## src/rtl/core/jsh_pkg.sv

```systemverilog
`timescale 1ns / 1ps

package jsh_pkg;

   localparam int MAX_COMPONENTS = 4;

   localparam logic [7:0] MARKER_PREFIX = 8'hFF;
   localparam logic [6:0] SCAN_CAP = 7'd64;
   localparam logic [6:0] COUNTER_TOP = 7'd127;
   localparam logic [3:0] APPROX_MAX = 4'd13;
   localparam logic [3:0] TABLE_MAX = 4'd3;
   localparam logic [15:0] HEADER_FIXED = 16'd6;

   localparam logic [2:0] KIND_COMP = 3'd0;
   localparam logic [2:0] KIND_PARAMS = 3'd1;
   localparam logic [2:0] KIND_DATA = 3'd2;
   localparam logic [2:0] KIND_MARKER = 3'd3;
   localparam logic [2:0] KIND_END = 3'd4;
   localparam logic [2:0] KIND_ERROR = 3'd5;

   localparam logic [2:0] ERR_TRUNCATED = 3'd0;
   localparam logic [2:0] ERR_TOO_MANY_SCANS = 3'd1;
   localparam logic [2:0] ERR_BAD_COUNT = 3'd2;
   localparam logic [2:0] ERR_TABLE = 3'd3;
   localparam logic [2:0] ERR_APPROX = 3'd4;
   localparam logic [2:0] ERR_FF_AT_END = 3'd5;
   localparam logic [2:0] ERR_SHORT_LENGTH = 3'd6;

   typedef enum logic [3:0] {
      PH_IDLE,
      PH_LEN_LO,
      PH_COUNT,
      PH_SEL,
      PH_TABLE,
      PH_SS,
      PH_SE,
      PH_APPROX,
      PH_SKIP,
      PH_DATA
   } phase_type;

   typedef struct packed {
      logic [2:0] kind;
      logic [7:0] value;
      logic [7:0] component_id;
      logic [1:0] dc_table;
      logic [1:0] ac_table;
      logic [7:0] spectral_first;
      logic [7:0] spectral_last;
      logic [3:0] approx_high;
      logic [3:0] approx_low;
      logic [2:0] error_code;
      logic [5:0] scan_number;
      logic       last;
   } rsp_type;

endpackage

```

## src/rtl/core/jsh_parser.sv

```systemverilog
`timescale 1ns / 1ps

module jsh_parser (
   input  logic             clock,
   input  logic             reset,
   input  logic             accept,
   input  logic [7:0]       data_byte,
   input  logic             first_of_segment,
   input  logic             last_of_stream,
   input  logic             clear_count,
   input  logic [6:0]       scan_limit,
   output logic             res_valid,
   output jsh_pkg::rsp_type res
);
   import jsh_pkg::*;

   phase_type   phase_ff, phase_in;
   logic [7:0]  length_high_ff, length_high_in;
   logic [15:0] bytes_left_ff, bytes_left_in;
   logic [2:0]  comp_total_ff, comp_total_in;
   logic [2:0]  comp_index_ff, comp_index_in;
   logic [7:0]  held_sel_ff, held_sel_in;
   logic [7:0]  held_ss_ff, held_ss_in;
   logic [7:0]  held_se_ff, held_se_in;
   logic        pending_ff, pending_in;
   logic [6:0]  counter_ff, counter_in;

   logic [6:0]  counter_now;
   logic [6:0]  limit;
   logic [15:0] need;
   logic [15:0] skip_left;
   logic [2:0]  index_next;

   always_comb begin
      counter_now = clear_count ? 7'd0 : counter_ff;
      limit = (scan_limit > SCAN_CAP) ? SCAN_CAP : scan_limit;
      need = HEADER_FIXED + {7'd0, data_byte, 1'b0};
      skip_left = bytes_left_ff - 16'd1;
      index_next = comp_index_ff + 3'd1;

      phase_in = phase_ff;
      length_high_in = length_high_ff;
      bytes_left_in = bytes_left_ff;
      comp_total_in = comp_total_ff;
      comp_index_in = comp_index_ff;
      held_sel_in = held_sel_ff;
      held_ss_in = held_ss_ff;
      held_se_in = held_se_ff;
      pending_in = pending_ff;
      counter_in = counter_now;

      res_valid = 1'b0;
      res = '0;
      res.scan_number = counter_now[5:0];

      if (first_of_segment) begin
         pending_in = 1'b0;
         comp_index_in = 3'd0;
         if (counter_now >= limit) begin
            res_valid = 1'b1;
            res.kind = KIND_ERROR;
            res.error_code = ERR_TOO_MANY_SCANS;
            phase_in = PH_IDLE;
         end else begin
            length_high_in = data_byte;
            phase_in = PH_LEN_LO;
            if (last_of_stream) begin
               res_valid = 1'b1;
               res.kind = KIND_ERROR;
               res.error_code = ERR_TRUNCATED;
               phase_in = PH_IDLE;
            end
         end
      end else begin
         unique case (phase_ff)
            PH_LEN_LO: begin
               bytes_left_in = {length_high_ff, data_byte};
               phase_in = PH_COUNT;
               if (last_of_stream) begin
                  res_valid = 1'b1;
                  res.kind = KIND_ERROR;
                  res.error_code = ERR_TRUNCATED;
               end
            end
            PH_COUNT: begin
               if (data_byte < 8'd1 || data_byte > 8'(MAX_COMPONENTS)) begin
                  res_valid = 1'b1;
                  res.kind = KIND_ERROR;
                  res.error_code = ERR_BAD_COUNT;
               end else if (bytes_left_ff < need) begin
                  res_valid = 1'b1;
                  res.kind = KIND_ERROR;
                  res.error_code = ERR_SHORT_LENGTH;
               end else begin
                  comp_total_in = data_byte[2:0];
                  comp_index_in = 3'd0;
                  bytes_left_in = bytes_left_ff - need;
                  phase_in = PH_SEL;
                  if (last_of_stream) begin
                     res_valid = 1'b1;
                     res.kind = KIND_ERROR;
                     res.error_code = ERR_TRUNCATED;
                  end
               end
            end
            PH_SEL: begin
               held_sel_in = data_byte;
               phase_in = PH_TABLE;
               if (last_of_stream) begin
                  res_valid = 1'b1;
                  res.kind = KIND_ERROR;
                  res.error_code = ERR_TRUNCATED;
               end
            end
            PH_TABLE: begin
               res_valid = 1'b1;
               if (data_byte[7:4] > TABLE_MAX || data_byte[3:0] > TABLE_MAX) begin
                  res.kind = KIND_ERROR;
                  res.error_code = ERR_TABLE;
               end else if (last_of_stream) begin
                  res.kind = KIND_ERROR;
                  res.error_code = ERR_TRUNCATED;
               end else begin
                  res.kind = KIND_COMP;
                  res.component_id = held_sel_ff;
                  res.dc_table = data_byte[5:4];
                  res.ac_table = data_byte[1:0];
                  comp_index_in = index_next;
                  phase_in = (index_next >= comp_total_ff) ? PH_SS : PH_SEL;
               end
            end
            PH_SS: begin
               held_ss_in = data_byte;
               phase_in = PH_SE;
               if (last_of_stream) begin
                  res_valid = 1'b1;
                  res.kind = KIND_ERROR;
                  res.error_code = ERR_TRUNCATED;
               end
            end
            PH_SE: begin
               held_se_in = data_byte;
               phase_in = PH_APPROX;
               if (last_of_stream) begin
                  res_valid = 1'b1;
                  res.kind = KIND_ERROR;
                  res.error_code = ERR_TRUNCATED;
               end
            end
            PH_APPROX: begin
               res_valid = 1'b1;
               if (data_byte[7:4] > APPROX_MAX) begin
                  res.kind = KIND_ERROR;
                  res.error_code = ERR_APPROX;
               end else if (last_of_stream && bytes_left_ff != 16'd0) begin
                  res.kind = KIND_ERROR;
                  res.error_code = ERR_TRUNCATED;
               end else begin
                  res.kind = KIND_PARAMS;
                  res.spectral_first = held_ss_ff;
                  res.spectral_last = held_se_ff;
                  res.approx_high = data_byte[7:4];
                  res.approx_low = data_byte[3:0];
                  pending_in = 1'b0;
                  phase_in = (bytes_left_ff != 16'd0) ? PH_SKIP : PH_DATA;
                  if (last_of_stream) begin
                     res.last = 1'b1;
                     if (counter_now < COUNTER_TOP) begin
                        counter_in = counter_now + 7'd1;
                     end
                     phase_in = PH_IDLE;
                  end
               end
            end
            PH_SKIP: begin
               bytes_left_in = skip_left;
               if (skip_left == 16'd0) begin
                  phase_in = PH_DATA;
               end
               if (last_of_stream) begin
                  res_valid = 1'b1;
                  if (skip_left != 16'd0) begin
                     res.kind = KIND_ERROR;
                     res.error_code = ERR_TRUNCATED;
                  end else begin
                     res.kind = KIND_END;
                     res.last = 1'b1;
                     if (counter_now < COUNTER_TOP) begin
                        counter_in = counter_now + 7'd1;
                     end
                     phase_in = PH_IDLE;
                     pending_in = 1'b0;
                  end
               end
            end
            PH_DATA: begin
               if (data_byte == MARKER_PREFIX) begin
                  pending_in = 1'b1;
                  if (last_of_stream) begin
                     res_valid = 1'b1;
                     res.kind = KIND_ERROR;
                     res.error_code = ERR_FF_AT_END;
                  end
               end else if (pending_ff && data_byte != 8'd0) begin
                  res_valid = 1'b1;
                  res.kind = KIND_MARKER;
                  res.value = data_byte;
                  res.last = 1'b1;
                  if (counter_now < COUNTER_TOP) begin
                     counter_in = counter_now + 7'd1;
                  end
                  phase_in = PH_IDLE;
                  pending_in = 1'b0;
               end else begin
                  res_valid = 1'b1;
                  res.kind = KIND_DATA;
                  res.value = pending_ff ? MARKER_PREFIX : data_byte;
                  pending_in = 1'b0;
                  if (last_of_stream) begin
                     res.last = 1'b1;
                     if (counter_now < COUNTER_TOP) begin
                        counter_in = counter_now + 7'd1;
                     end
                     phase_in = PH_IDLE;
                  end
               end
            end
            default: begin
            end
         endcase

         // Every error ends the scan and drops back to idle.
         if (res_valid && res.kind == KIND_ERROR) begin
            res.last = 1'b1;
            phase_in = PH_IDLE;
            pending_in = 1'b0;
         end
      end

      if (first_of_segment && res_valid) begin
         res.last = 1'b1;
      end
   end

   always_ff @(posedge clock) begin
      if (reset) begin
         phase_ff <= PH_IDLE;
         pending_ff <= 1'b0;
         comp_index_ff <= 3'd0;
         counter_ff <= 7'd0;
      end else if (accept) begin
         phase_ff <= phase_in;
         pending_ff <= pending_in;
         comp_index_ff <= comp_index_in;
         counter_ff <= counter_in;
      end
   end

   always_ff @(posedge clock) begin
      if (accept) begin
         length_high_ff <= length_high_in;
         bytes_left_ff <= bytes_left_in;
         comp_total_ff <= comp_total_in;
         held_sel_ff <= held_sel_in;
         held_ss_ff <= held_ss_in;
         held_se_ff <= held_se_in;
      end
   end

endmodule

```

## src/rtl/core/jsh_rsp_fifo.sv

```systemverilog
`timescale 1ns / 1ps

module jsh_rsp_fifo (
   input  logic             clock,
   input  logic             reset,
   input  logic             wr_en,
   input  jsh_pkg::rsp_type wr_data,
   output logic             has_room,
   output logic             rd_valid,
   input  logic             rd_ready,
   output jsh_pkg::rsp_type rd_data
);
   import jsh_pkg::*;

   rsp_type    mem_ff [2];
   logic       wr_ptr_ff, wr_ptr_in;
   logic       rd_ptr_ff, rd_ptr_in;
   logic [1:0] count_ff, count_in;
   logic       pop;

   always_comb begin
      pop = rd_valid && rd_ready;
      wr_ptr_in = wr_en ? ~wr_ptr_ff : wr_ptr_ff;
      rd_ptr_in = pop ? ~rd_ptr_ff : rd_ptr_ff;
      count_in = count_ff + {1'b0, wr_en} - {1'b0, pop};
   end

   assign has_room = (count_ff != 2'd2);
   assign rd_valid = (count_ff != 2'd0);
   assign rd_data = mem_ff[rd_ptr_ff];

   always_ff @(posedge clock) begin
      if (reset) begin
         wr_ptr_ff <= 1'b0;
         rd_ptr_ff <= 1'b0;
         count_ff <= 2'd0;
      end else begin
         wr_ptr_ff <= wr_ptr_in;
         rd_ptr_ff <= rd_ptr_in;
         count_ff <= count_in;
      end
   end

   always_ff @(posedge clock) begin
      if (wr_en) begin
         mem_ff[wr_ptr_ff] <= wr_data;
      end
   end

endmodule

```

## src/rtl/core/jpeg_scan_header_and_unstuff_core.sv

```systemverilog
// Parses a JPEG start-of-scan segment one byte per request, starting at the high length
// byte, then unstuffs the entropy data that follows until a marker or the end of the
// stream. A request is accepted in every cycle while the output queue has room, and its
// result, if any, is written to that two-entry queue on the same edge and, if no older
// result waits, shows on the result port in the next cycle; the parser's state update on
// each accepted request sets this rate, and the queue lets a request be taken while one
// result still waits. When both entries are full, a request waits until a result is read.
// The scan limit is written through the control port and takes effect on the next request.
`timescale 1ns / 1ps

module jpeg_scan_header_and_unstuff_core (
   input  logic       clock,
   input  logic       reset,
   input  logic       req_valid,
   output logic       req_ready,
   input  logic [7:0] req_data_byte,
   input  logic       req_first_of_segment,
   input  logic       req_last_of_stream,
   input  logic       req_clear_count,
   output logic       rsp_valid,
   input  logic       rsp_ready,
   output logic [2:0] rsp_kind,
   output logic [7:0] rsp_value,
   output logic [7:0] rsp_component_id,
   output logic [1:0] rsp_dc_table,
   output logic [1:0] rsp_ac_table,
   output logic [7:0] rsp_spectral_first,
   output logic [7:0] rsp_spectral_last,
   output logic [3:0] rsp_approx_high,
   output logic [3:0] rsp_approx_low,
   output logic [2:0] rsp_error_code,
   output logic [5:0] rsp_scan_number,
   output logic       rsp_last,
   input  logic       csr_wr_en,
   input  logic [6:0] csr_wr_data
);
   import jsh_pkg::*;

   logic [6:0] scan_limit_ff;
   logic       accept;
   logic       res_valid;
   rsp_type    res;
   rsp_type    out;

   assign accept = req_valid && req_ready;

   always_ff @(posedge clock) begin
      if (reset) begin
         scan_limit_ff <= SCAN_CAP;
      end else if (csr_wr_en) begin
         scan_limit_ff <= csr_wr_data;
      end
   end

   jsh_parser u_parser (
      .clock            (clock),
      .reset            (reset),
      .accept           (accept),
      .data_byte        (req_data_byte),
      .first_of_segment (req_first_of_segment),
      .last_of_stream   (req_last_of_stream),
      .clear_count      (req_clear_count),
      .scan_limit       (scan_limit_ff),
      .res_valid        (res_valid),
      .res              (res)
   );

   jsh_rsp_fifo u_rsp_fifo (
      .clock    (clock),
      .reset    (reset),
      .wr_en    (accept && res_valid),
      .wr_data  (res),
      .has_room (req_ready),
      .rd_valid (rsp_valid),
      .rd_ready (rsp_ready),
      .rd_data  (out)
   );

   assign rsp_kind = out.kind;
   assign rsp_value = out.value;
   assign rsp_component_id = out.component_id;
   assign rsp_dc_table = out.dc_table;
   assign rsp_ac_table = out.ac_table;
   assign rsp_spectral_first = out.spectral_first;
   assign rsp_spectral_last = out.spectral_last;
   assign rsp_approx_high = out.approx_high;
   assign rsp_approx_low = out.approx_low;
   assign rsp_error_code = out.error_code;
   assign rsp_scan_number = out.scan_number;
   assign rsp_last = out.last;

endmodule

```

## config.mk

```make
export PLATFORM = sky130hd
export DESIGN_NAME = jpeg_scan_header_and_unstuff_core
export DESIGN_NICKNAME = d
export VERILOG_FILES = /design/src/rtl/core/jsh_pkg.sv /design/src/rtl/core/jsh_parser.sv /design/src/rtl/core/jsh_rsp_fifo.sv /design/src/rtl/core/jpeg_scan_header_and_unstuff_core.sv
export SDC_FILE = /design/constraint.sdc
export NUM_CORES = 1
export LEC_CHECK = 0
export BUFFER_PORTS_ARGS = -buffer_cell sky130_fd_sc_hd__buf_2
export CAP_MARGIN = 15
export CELL_PAD_IN_SITES_DETAIL_PLACEMENT = 0
export CELL_PAD_IN_SITES_GLOBAL_PLACEMENT = 1
export CORE_UTILIZATION = 40
export DETAILED_ROUTE_END_ITERATION = 8
export GPL_TIMING_DRIVEN = 1
export PLACE_DENSITY = 0.73
export SLEW_MARGIN = 20
export SYNTH_ARGS = -nofsm -noshare
export SYNTH_HDL_FRONTEND = slang
export SYNTH_SLANG_ARGS = --single-unit
```

## constraint.sdc

```tcl
create_clock -name clock -period 13 [get_ports clock]
set_input_delay 0 -clock clock [delete_from_list [all_inputs] [get_ports clock]]
set_output_delay 0 -clock clock [all_outputs]
set_load 0.1 [all_outputs]
```

==> results of run 1 <==
==> metal layers <==
metal	up-vias	wire length [µm]
li1	3300	-
met1	3370	11000
met2	250	11000
met3	23	1410
met4	0	316
met5	-	0
==> worst paths after layout <==
path / endpoint / cells past startpoint / slack (ns) / start
hold reg to reg: u_parser.comp_index_ff[1] / 2 / 0.51 / u_parser.comp_index_ff[1]
setup / recovery: u_rsp_fifo.mem_ff[0][0] / 15 / 9.04 / req_data_byte[0]
setup reg to reg: u_rsp_fifo.count_ff[1] / 15 / 9.16 / u_parser.counter_ff[0]
hold / removal: u_parser.comp_index_ff[0] / 2 / 0.01 / reset
==> flip-flops by register name (all words and copies together) (netlist names), named ones only <==
name,flops
u_parser.held_sel_ff,8
u_parser.comp_index_ff,3
u_rsp_fifo.rd_ptr_ff,1
u_rsp_fifo.mem_ff,114
u_parser.pending_ff,1
u_parser.held_se_ff,8
u_parser.bytes_left_ff,16
u_parser.held_ss_ff,8
scan_limit_ff,7
u_parser.length_high_ff,8
u_parser.phase_ff,4
u_rsp_fifo.wr_ptr_ff,1
u_rsp_fifo.count_ff,2
u_parser.comp_total_ff,3
u_parser.counter_ff,7
==> cells in the final DEF, fill, tap and decap left out, drive strengths merged, types with 6 or more instances in the layout <==
master       Yosys  layout
mux2i            8       8
ha              29      29
a31oi            7       7
a211o            6       6
a211oi           7       7
and3            13      13
nand3b           6       6
nor3            21      21
clkbuf          36      17
nand3           15      15
nor2b           14      14
xnor2           18      18
o221ai           8       8
dlygate4sd3      0      19
and2            40      40
nor2            63      63
inv             22      29
mux2            58      58
buf              8      91
or2              7       7
a22oi            8       8
o21a            14      14
nand2           43      43
xor2            12      12
nand2b          11      11
o21ai           29      29
edfxtp         165     165
a21oi           24      24
dfxtp           27      27
clkinv           1       8
nor4            17      17
==> metrics by stage <==
step                      worst slack (ns)  power, W  util [%]  cells  hold WS, ns
after CTS                             9.10   0.00203      47.1   1247      0.00126
after global placement                9.30   0.00147      43.6   1196        0.231
after detailed placement              9.18   0.00147      43.6   1196        0.230
after global routing                  8.83   0.00208      47.1   1247      0.00698
after floorplan                       8.02   0.00135         -    825       0.0989
final                                 9.04   0.00201      47.1   1247       0.0146
==> cell families (layout without fill, tap and decap cells) <==
kind of cell	Yosys count	in the layout	synth area share, %
muxes	66	66	7.46
adders and majority gates	30	30	3.89
xor gates and xnor gates	30	30	2.67
DFF	192	192	55.9
and+or+nand+nor	278	278	15.5
AOI/OAI and AO/OA	162	162	11.8
buffers and inverters	67	165	2.74
==> cell type report <==
type                    instances  area, µm²  share of cell area [%]
clock buffers                  17        425                    3.72
repair buffers                110        671                    5.87
well taps                     324        405                    3.55
multi-input cells             566       4120                    36.0
flip-flops and latches        192       5500                    48.1
inverters                      23       86.3                   0.756
clock inverters                15        223                    1.95
==> worst max-delay path, delay by kind of cell <==
kind                       cells  cell delay (ns)
AOI/OAI and AO/OA              6             1.90
xor gates and xnor gates       1             0.15
adders and majority gates      2             0.58
buffers and inverters          3             0.99
and+or+nand+nor                3             0.54
==> where the power goes <==
part	total [W]	internal, W	switching (W)
combinational	0.000723	0.000150	0.000574
sequential	0.000738	0.000718	0.0000205
clock	0.000552	0.000285	0.000267
total	0.00201	0.00115	0.000861
==> key figures, run 1 <==
Power and ir drop
  – Max VDD drop: 0.111 mV
  – P_leak: 4.14 nW
  – Ratio of total power to cell area: 176 nW/µm²

Logic synthesis
  – Warnings, synthesis: 0
  – Mapped Cells: 825
  – EDFF count, synth: 165
  – Yosys top cell by area: edfxtp_1
  – Async SR Flop Fraction: 0%
  – Sequential-to-total area share from yosys stat: 55.9%
  – Top post-synthesis cells by area: edfxtp_1 50%, mux2_2 6.6%, dfxtp_1 5.5%
  – Most common cell in the netlist: edfxtp_1
  – Commonest cells post-synth: 165 x edfxtp_1, 61 x nor2_1, 58 x mux2_2
  – Post-synth cell types: 76
  – Synth Register Bits: 192
  – Ys flop type: edfxtp_1
  – Synthesized net count: 878
  – Post-synth top area share: 50.4%
  – Mean Syn Cell Area: 11.9 µm²
  – Synthesized area: 9830 µm²

Timing
  – Fmax: 253 MHz
  – Final slew viol count: 0
  – RSZ-0062 raised after global routing: no
  – Period utilisation layout: 30.4%
  – Post-route minimum period: 3.96 ns
  – Setup TNS: 0 ns
  – Slew headroom: 35.1%
  – Worst slew pin tran: 0.971 ns
  – Final setup viols: 0
  – Layout Skew: 0.0159 ns
  – Final hold vios: 0

Routing
  – Routed WL per cell: 19.0 µm
  – # DRC: 0
  – Initial DRC count: 369
  – Vias per inst: 5.57
  – Post-DRT Antenna Nets: 0
  – Final wirelength: 23.7 mm
  – Pre-Repair DR Iteration Count: 5
  – DR vias: 6943

Setup path
  – Slowest stage cell, crit path: a31oi_1
  – Crit end category: flip-flop
  – Crit path required time: 13.22 ns
  – Arr. time, crit path: 4.18 ns
  – Cell mode on critical path: a21oi_1
  – Worst path max stage delay: 0.55 ns
  – CP Cell Sequence: dlygate4sd3_1, buf_2, inv_1, ha_1, nor2_1, xnor2_1, ha_1, a21o_1, nor3_1, a21oi_1, a31oi_1, a21oi_1, a21oi_1, nor2_2, o21ai_0
  – Critical-path maximum fanout: 13
  – Critical path class: input port to flip-flop
  – Startpoint Class: input port

CTS
  – H-tree levels: 4
  – Root buf cell: clkbuf_16
  – Postcts setup bufs: 0
  – Clk buf depth: 2
  – Clock sink total: 192
  – Clock edge transition at the registers on the reported setup and hold paths: 0.08 ns
  – CTS buffer count: 17
  – Skew-Pair Late Insertion Delay: 0.44 ns
  – CTS tree: yes
  – Hold buffers post-CTS: 19
  – Post_cts resized: 0

Placed design
  – Post-DP Area: 10600 µm²
  – DP HPWL: 15.7 mm
  – PortBufs: 81
  – RD Place Congestion: 0.873

Layout
  – Antenna Cells: 0
  – Final net count: 963
  – Layout area overhead: 16.2%
  – Finished Cell Area: 11400 µm²
  – Fillers: 2216
  – Layout cells sized above 1: 22.8%

Global routing
  – Gr busiest metal: met2
  – Initial antenna violation count: 0
  – Met3 GRT Util: 3.47%
  – Overflow after GRT: 0
  – First-pass GRT wire length: 36.7 mm
  – Met2 Usage GRT: 30.1%
  – Pin count of the biggest net entering global routing: 58
  – Global-route met1 utilization: 26.2%
  – Total global routing track utilization: 19.0%
  – Vias in the first global route: 6548

Die
  – Die area: 25200 µm²
  – # rows: 57
  – Boundary pin count: 82
  – Core area: 24200 µm²
  – Die H: 159 µm
  – Initial core utilization: 40.5%
  – Die width: 159 µm

Run status
  – Status: complete, no violations

Hold path
  – Hold Path Class: input port to flip-flop

Flow run
  – Max-cap violations: 0
No activity file was read; power rests on OpenSTA's default activity.
==> inputs of run 2 (changes only) <==
Clock period 13 ns to 4 ns, I/O delays scaled along.
==> key figures, run 2 (synthesis gave the netlist of run 1 again) <==
Routing
  – Post-DRT Antenna Nets: 0 (unchanged)
  – Vias per inst: 5.53 (was 5.57)
  – Final wirelength: 24.5 mm (was 23.7 mm)
  – Pre-Repair DR Iteration Count: 5 (unchanged)
  – Routed WL per cell: 19.3 µm (was 19.0 µm)
  – Initial DRC count: 588 (was 369)
  – DR vias: 7046 (was 6943)
  – # DRC: 0 (unchanged)

Layout
  – Layout cells sized above 1: 24.6% (was 22.8%)
  – Antenna Cells: 0 (unchanged)
  – Finished Cell Area: 11700 µm² (was 11400 µm²)
  – Biggest regs: u_rsp_fifo.mem_ff (114), u_parser.bytes_left_ff (16) (unchanged)
  – Final net count: 989 (was 963)
  – Largest reg by FF count: u_rsp_fifo.mem_ff (unchanged)
  – Most frequent cells in the layout: 165 x edfxtp_1, 81 x buf_2, 59 x nor2_1, 58 x mux2_2, 43 x nand2_1 (was 165 x edfxtp_1, 81 x buf_2, 58 x nor2_1, 58 x mux2_2, 43 x nand2_1)
  – Leading cell type in the layout, fill and taps excluded: edfxtp_1 (unchanged)
  – Max reg flops: 114 (unchanged)
  – Layout area overhead: 18.7% (was 16.2%)

Power and ir drop
  – P_leak: 4.29 nW (was 4.14 nW)
  – Pint: 0.00377 W (was 0.00115 W)
  – Power Total: 0.00659 W (was 0.00201 W)
  – Psw: 0.00281 W (was 0.000861 W)
  – Ratio of total power to cell area: 564 nW/µm² (was 176 nW/µm²)
  – Clk pwr share: 27.3% (was 27.4%)
  – Max VDD drop: 0.328 mV (was 0.111 mV)
  – Switching Share: 42.7% (was 42.8%)
  – Power share of the sequential group: 37.4% (was 36.7%)
  – Comb pwr share: 35.4% (was 35.9%)

CTS
  – Clk buf depth: 2 (unchanged)
  – Clock sink total: 192 (unchanged)
  – Root buf cell: clkbuf_16 (unchanged)
  – Post_cts resized: 0 (unchanged)
  – Clock edge transition at the registers on the reported setup and hold paths: 0.08 ns (about the same)
  – H-tree levels: 4 (unchanged)
  – CTS tree: yes (unchanged)
  – Hold buffers post-CTS: 21 (was 19)
  – Postcts setup bufs: 0 (unchanged)
  – CTS buffer count: 17 (unchanged)
  – Skew-Pair Late Insertion Delay: 0.44 ns (about the same)

Setup path
  – Arr. time, crit path: 3.88 ns (was 4.18 ns)
  – Worst path max stage delay: 0.52 ns (was 0.55 ns)
  – Critical path class: input port to flip-flop (unchanged)
  – Top Family by Delay on Critical Path: simple AND/OR/NAND/NOR gates (was compound AO/OA/AOI/OAI gates)
  – CP Cell Sequence: dlygate4sd3_1, buf_2, and3_1, nand2_1, nor2_1, xnor2_1, ha_1, a21o_1, nor3_1, a21oi_1, nand4_1, nand2_1, a211o_1, ha_1, inv_1, ha_1, xor2_1, xnor2_1, nor2_1 (was dlygate4sd3_1, buf_2, inv_1, ha_1, nor2_1, xnor2_1, ha_1, a21o_1, nor3_1, a21oi_1, a31oi_1, a21oi_1, a21oi_1, nor2_2, o21ai_0)
  – Critical Path Stages: 19 (was 15)
  – Crit end category: flip-flop (unchanged)
  – Critical-path maximum fanout: 12 (was 13)
  – Cell mode on critical path: ha_1 (was a21oi_1)
  – Crit path required time: 4.31 ns (was 13.22 ns)
  – Slowest stage cell, crit path: dlygate4sd3_1 (was a31oi_1)
  – Bufs and invs on worst path: 3 (unchanged)
  – Cells on worst reg2reg path: 8 (was 15)
  – Startpoint Class: input port (unchanged)

Timing
  – Slew headroom: 32.9% (was 35.1%)
  – Layout Skew: 0.0132 ns (was 0.0159 ns)
  – Fmax: 281 MHz
  – Hold WS: 0.0243 ns (was 0.0146 ns)
  – Setup ws final: 0.437 ns (was 9.04 ns)
  – RSZ-0062 raised after global routing: no (unchanged)
  – Final setup viols: 0 (unchanged)
  – Worst slew pin tran: 0.998 ns (was 0.971 ns)
  – Final hold vios: 0 (unchanged)
  – Post-route minimum period: 3.56 ns
  – Final slew viol count: 0 (unchanged)
  – Period utilisation layout: 89.1%

Die
  – Die area: 25200 µm² (unchanged)
  – # rows: 57 (unchanged)
  – Initial core utilization: 40.5% (unchanged)
  – Boundary pin count: 82 (unchanged)
  – Die width: 159 µm (unchanged)
  – Die H: 159 µm (unchanged)
  – Core area: 24200 µm² (unchanged)

Hold path
  – Hold Path Class: input port to flip-flop (unchanged)
  – Hold Path Depth: 2 (unchanged)

Global routing
  – Pin count of the biggest net entering global routing: 51 (was 58)
  – Vias in the first global route: 6806 (was 6548)
  – Total global routing track utilization: 19.9% (was 19.0%)
  – Initial antenna violation count: 0 (unchanged)
  – Overflow after GRT: 0 (unchanged)
  – First-pass GRT wire length: 38.7 mm (was 36.7 mm)

Placed design
  – Post-DP Area: 10800 µm² (was 10600 µm²)
  – DP HPWL: 16.8 mm (was 15.7 mm)
  – PortBufs: 81 (unchanged)
  – RD Place Congestion: 0.892 (was 0.873)
  – Pre-CTS WS: 0.556 ns (was 9.18 ns)

Run status
  – Status: complete, no violations (unchanged)

Flow run
  – Max-cap violations: 0 (unchanged)
run 2: changes by cell type in the layout (fill, tap and decap cells not counted), sizes merged:
cell,change
buf,+24
clkinv,+2
dlygate4sd3,+2
inv,-2
run 2: cell type report:
| class | instances | area, µm² |
|---|---|---|
| clock inverters | 15 | 228 |
| inverters | 23 | 86.3 |
| flip-flops and latches | 192 | 5500 |
| multi-input cells | 566 | 4110 |
| repair buffers | 136 | 921 |
| fillers | 2160 | 12600 |
| well taps | 324 | 405 |
| clock buffers | 17 | 425 |
run 2: stage by stage:
step / setup TNS [ns] / cells / utilization (%)
finish: 0 / 1273 / 48.1
global route: 0 / 1273 / 48.1
CTS: 0 / 1273 / 48.1
detailed placement: 0 / 1220 / 44.6
global placement: 0 / 1220 / 44.6
floorplan: -4.22 / 825 / -
run 2: power by group through the flow:
stage | sequential, W | combinational [W] | clock (W)
6_report | 0.00246 | 0.00233 | 0.00180
5_1_grt | 0.00249 | 0.00242 | 0.00190
4_1_cts | 0.00247 | 0.00233 | 0.00184
3_5_place_dp | 0.00251 | 0.00231 | 0
3_3_place_gp | 0.00251 | 0.00232 | 0
2_1_floorplan | 0.00242 | 0.00198 | 0
run 2: per-layer routing:
metal	vias up	GRT usage [%]	wire length, µm
met5	-	0	0
met4	0	6.53	469
met3	46	4.10	1390
met2	246	32.2	11600
met1	3401	26.7	11100
li1	3353	-	-
run 2: worst paths after layout:
| check | end | from | slack (ns) |
|---|---|---|---|
| worst max register to register | u_rsp_fifo.mem_ff[0][0] | u_parser.bytes_left_ff[6] | 0.54 |
| worst min-delay path | u_parser.comp_total_ff[0] | req_data_byte[0] | 0.02 |
| worst min register to register | u_parser.comp_index_ff[1] | u_parser.comp_index_ff[1] | 0.52 |
| worst max-delay path | u_rsp_fifo.count_ff[1] | req_data_byte[4] | 0.44 |
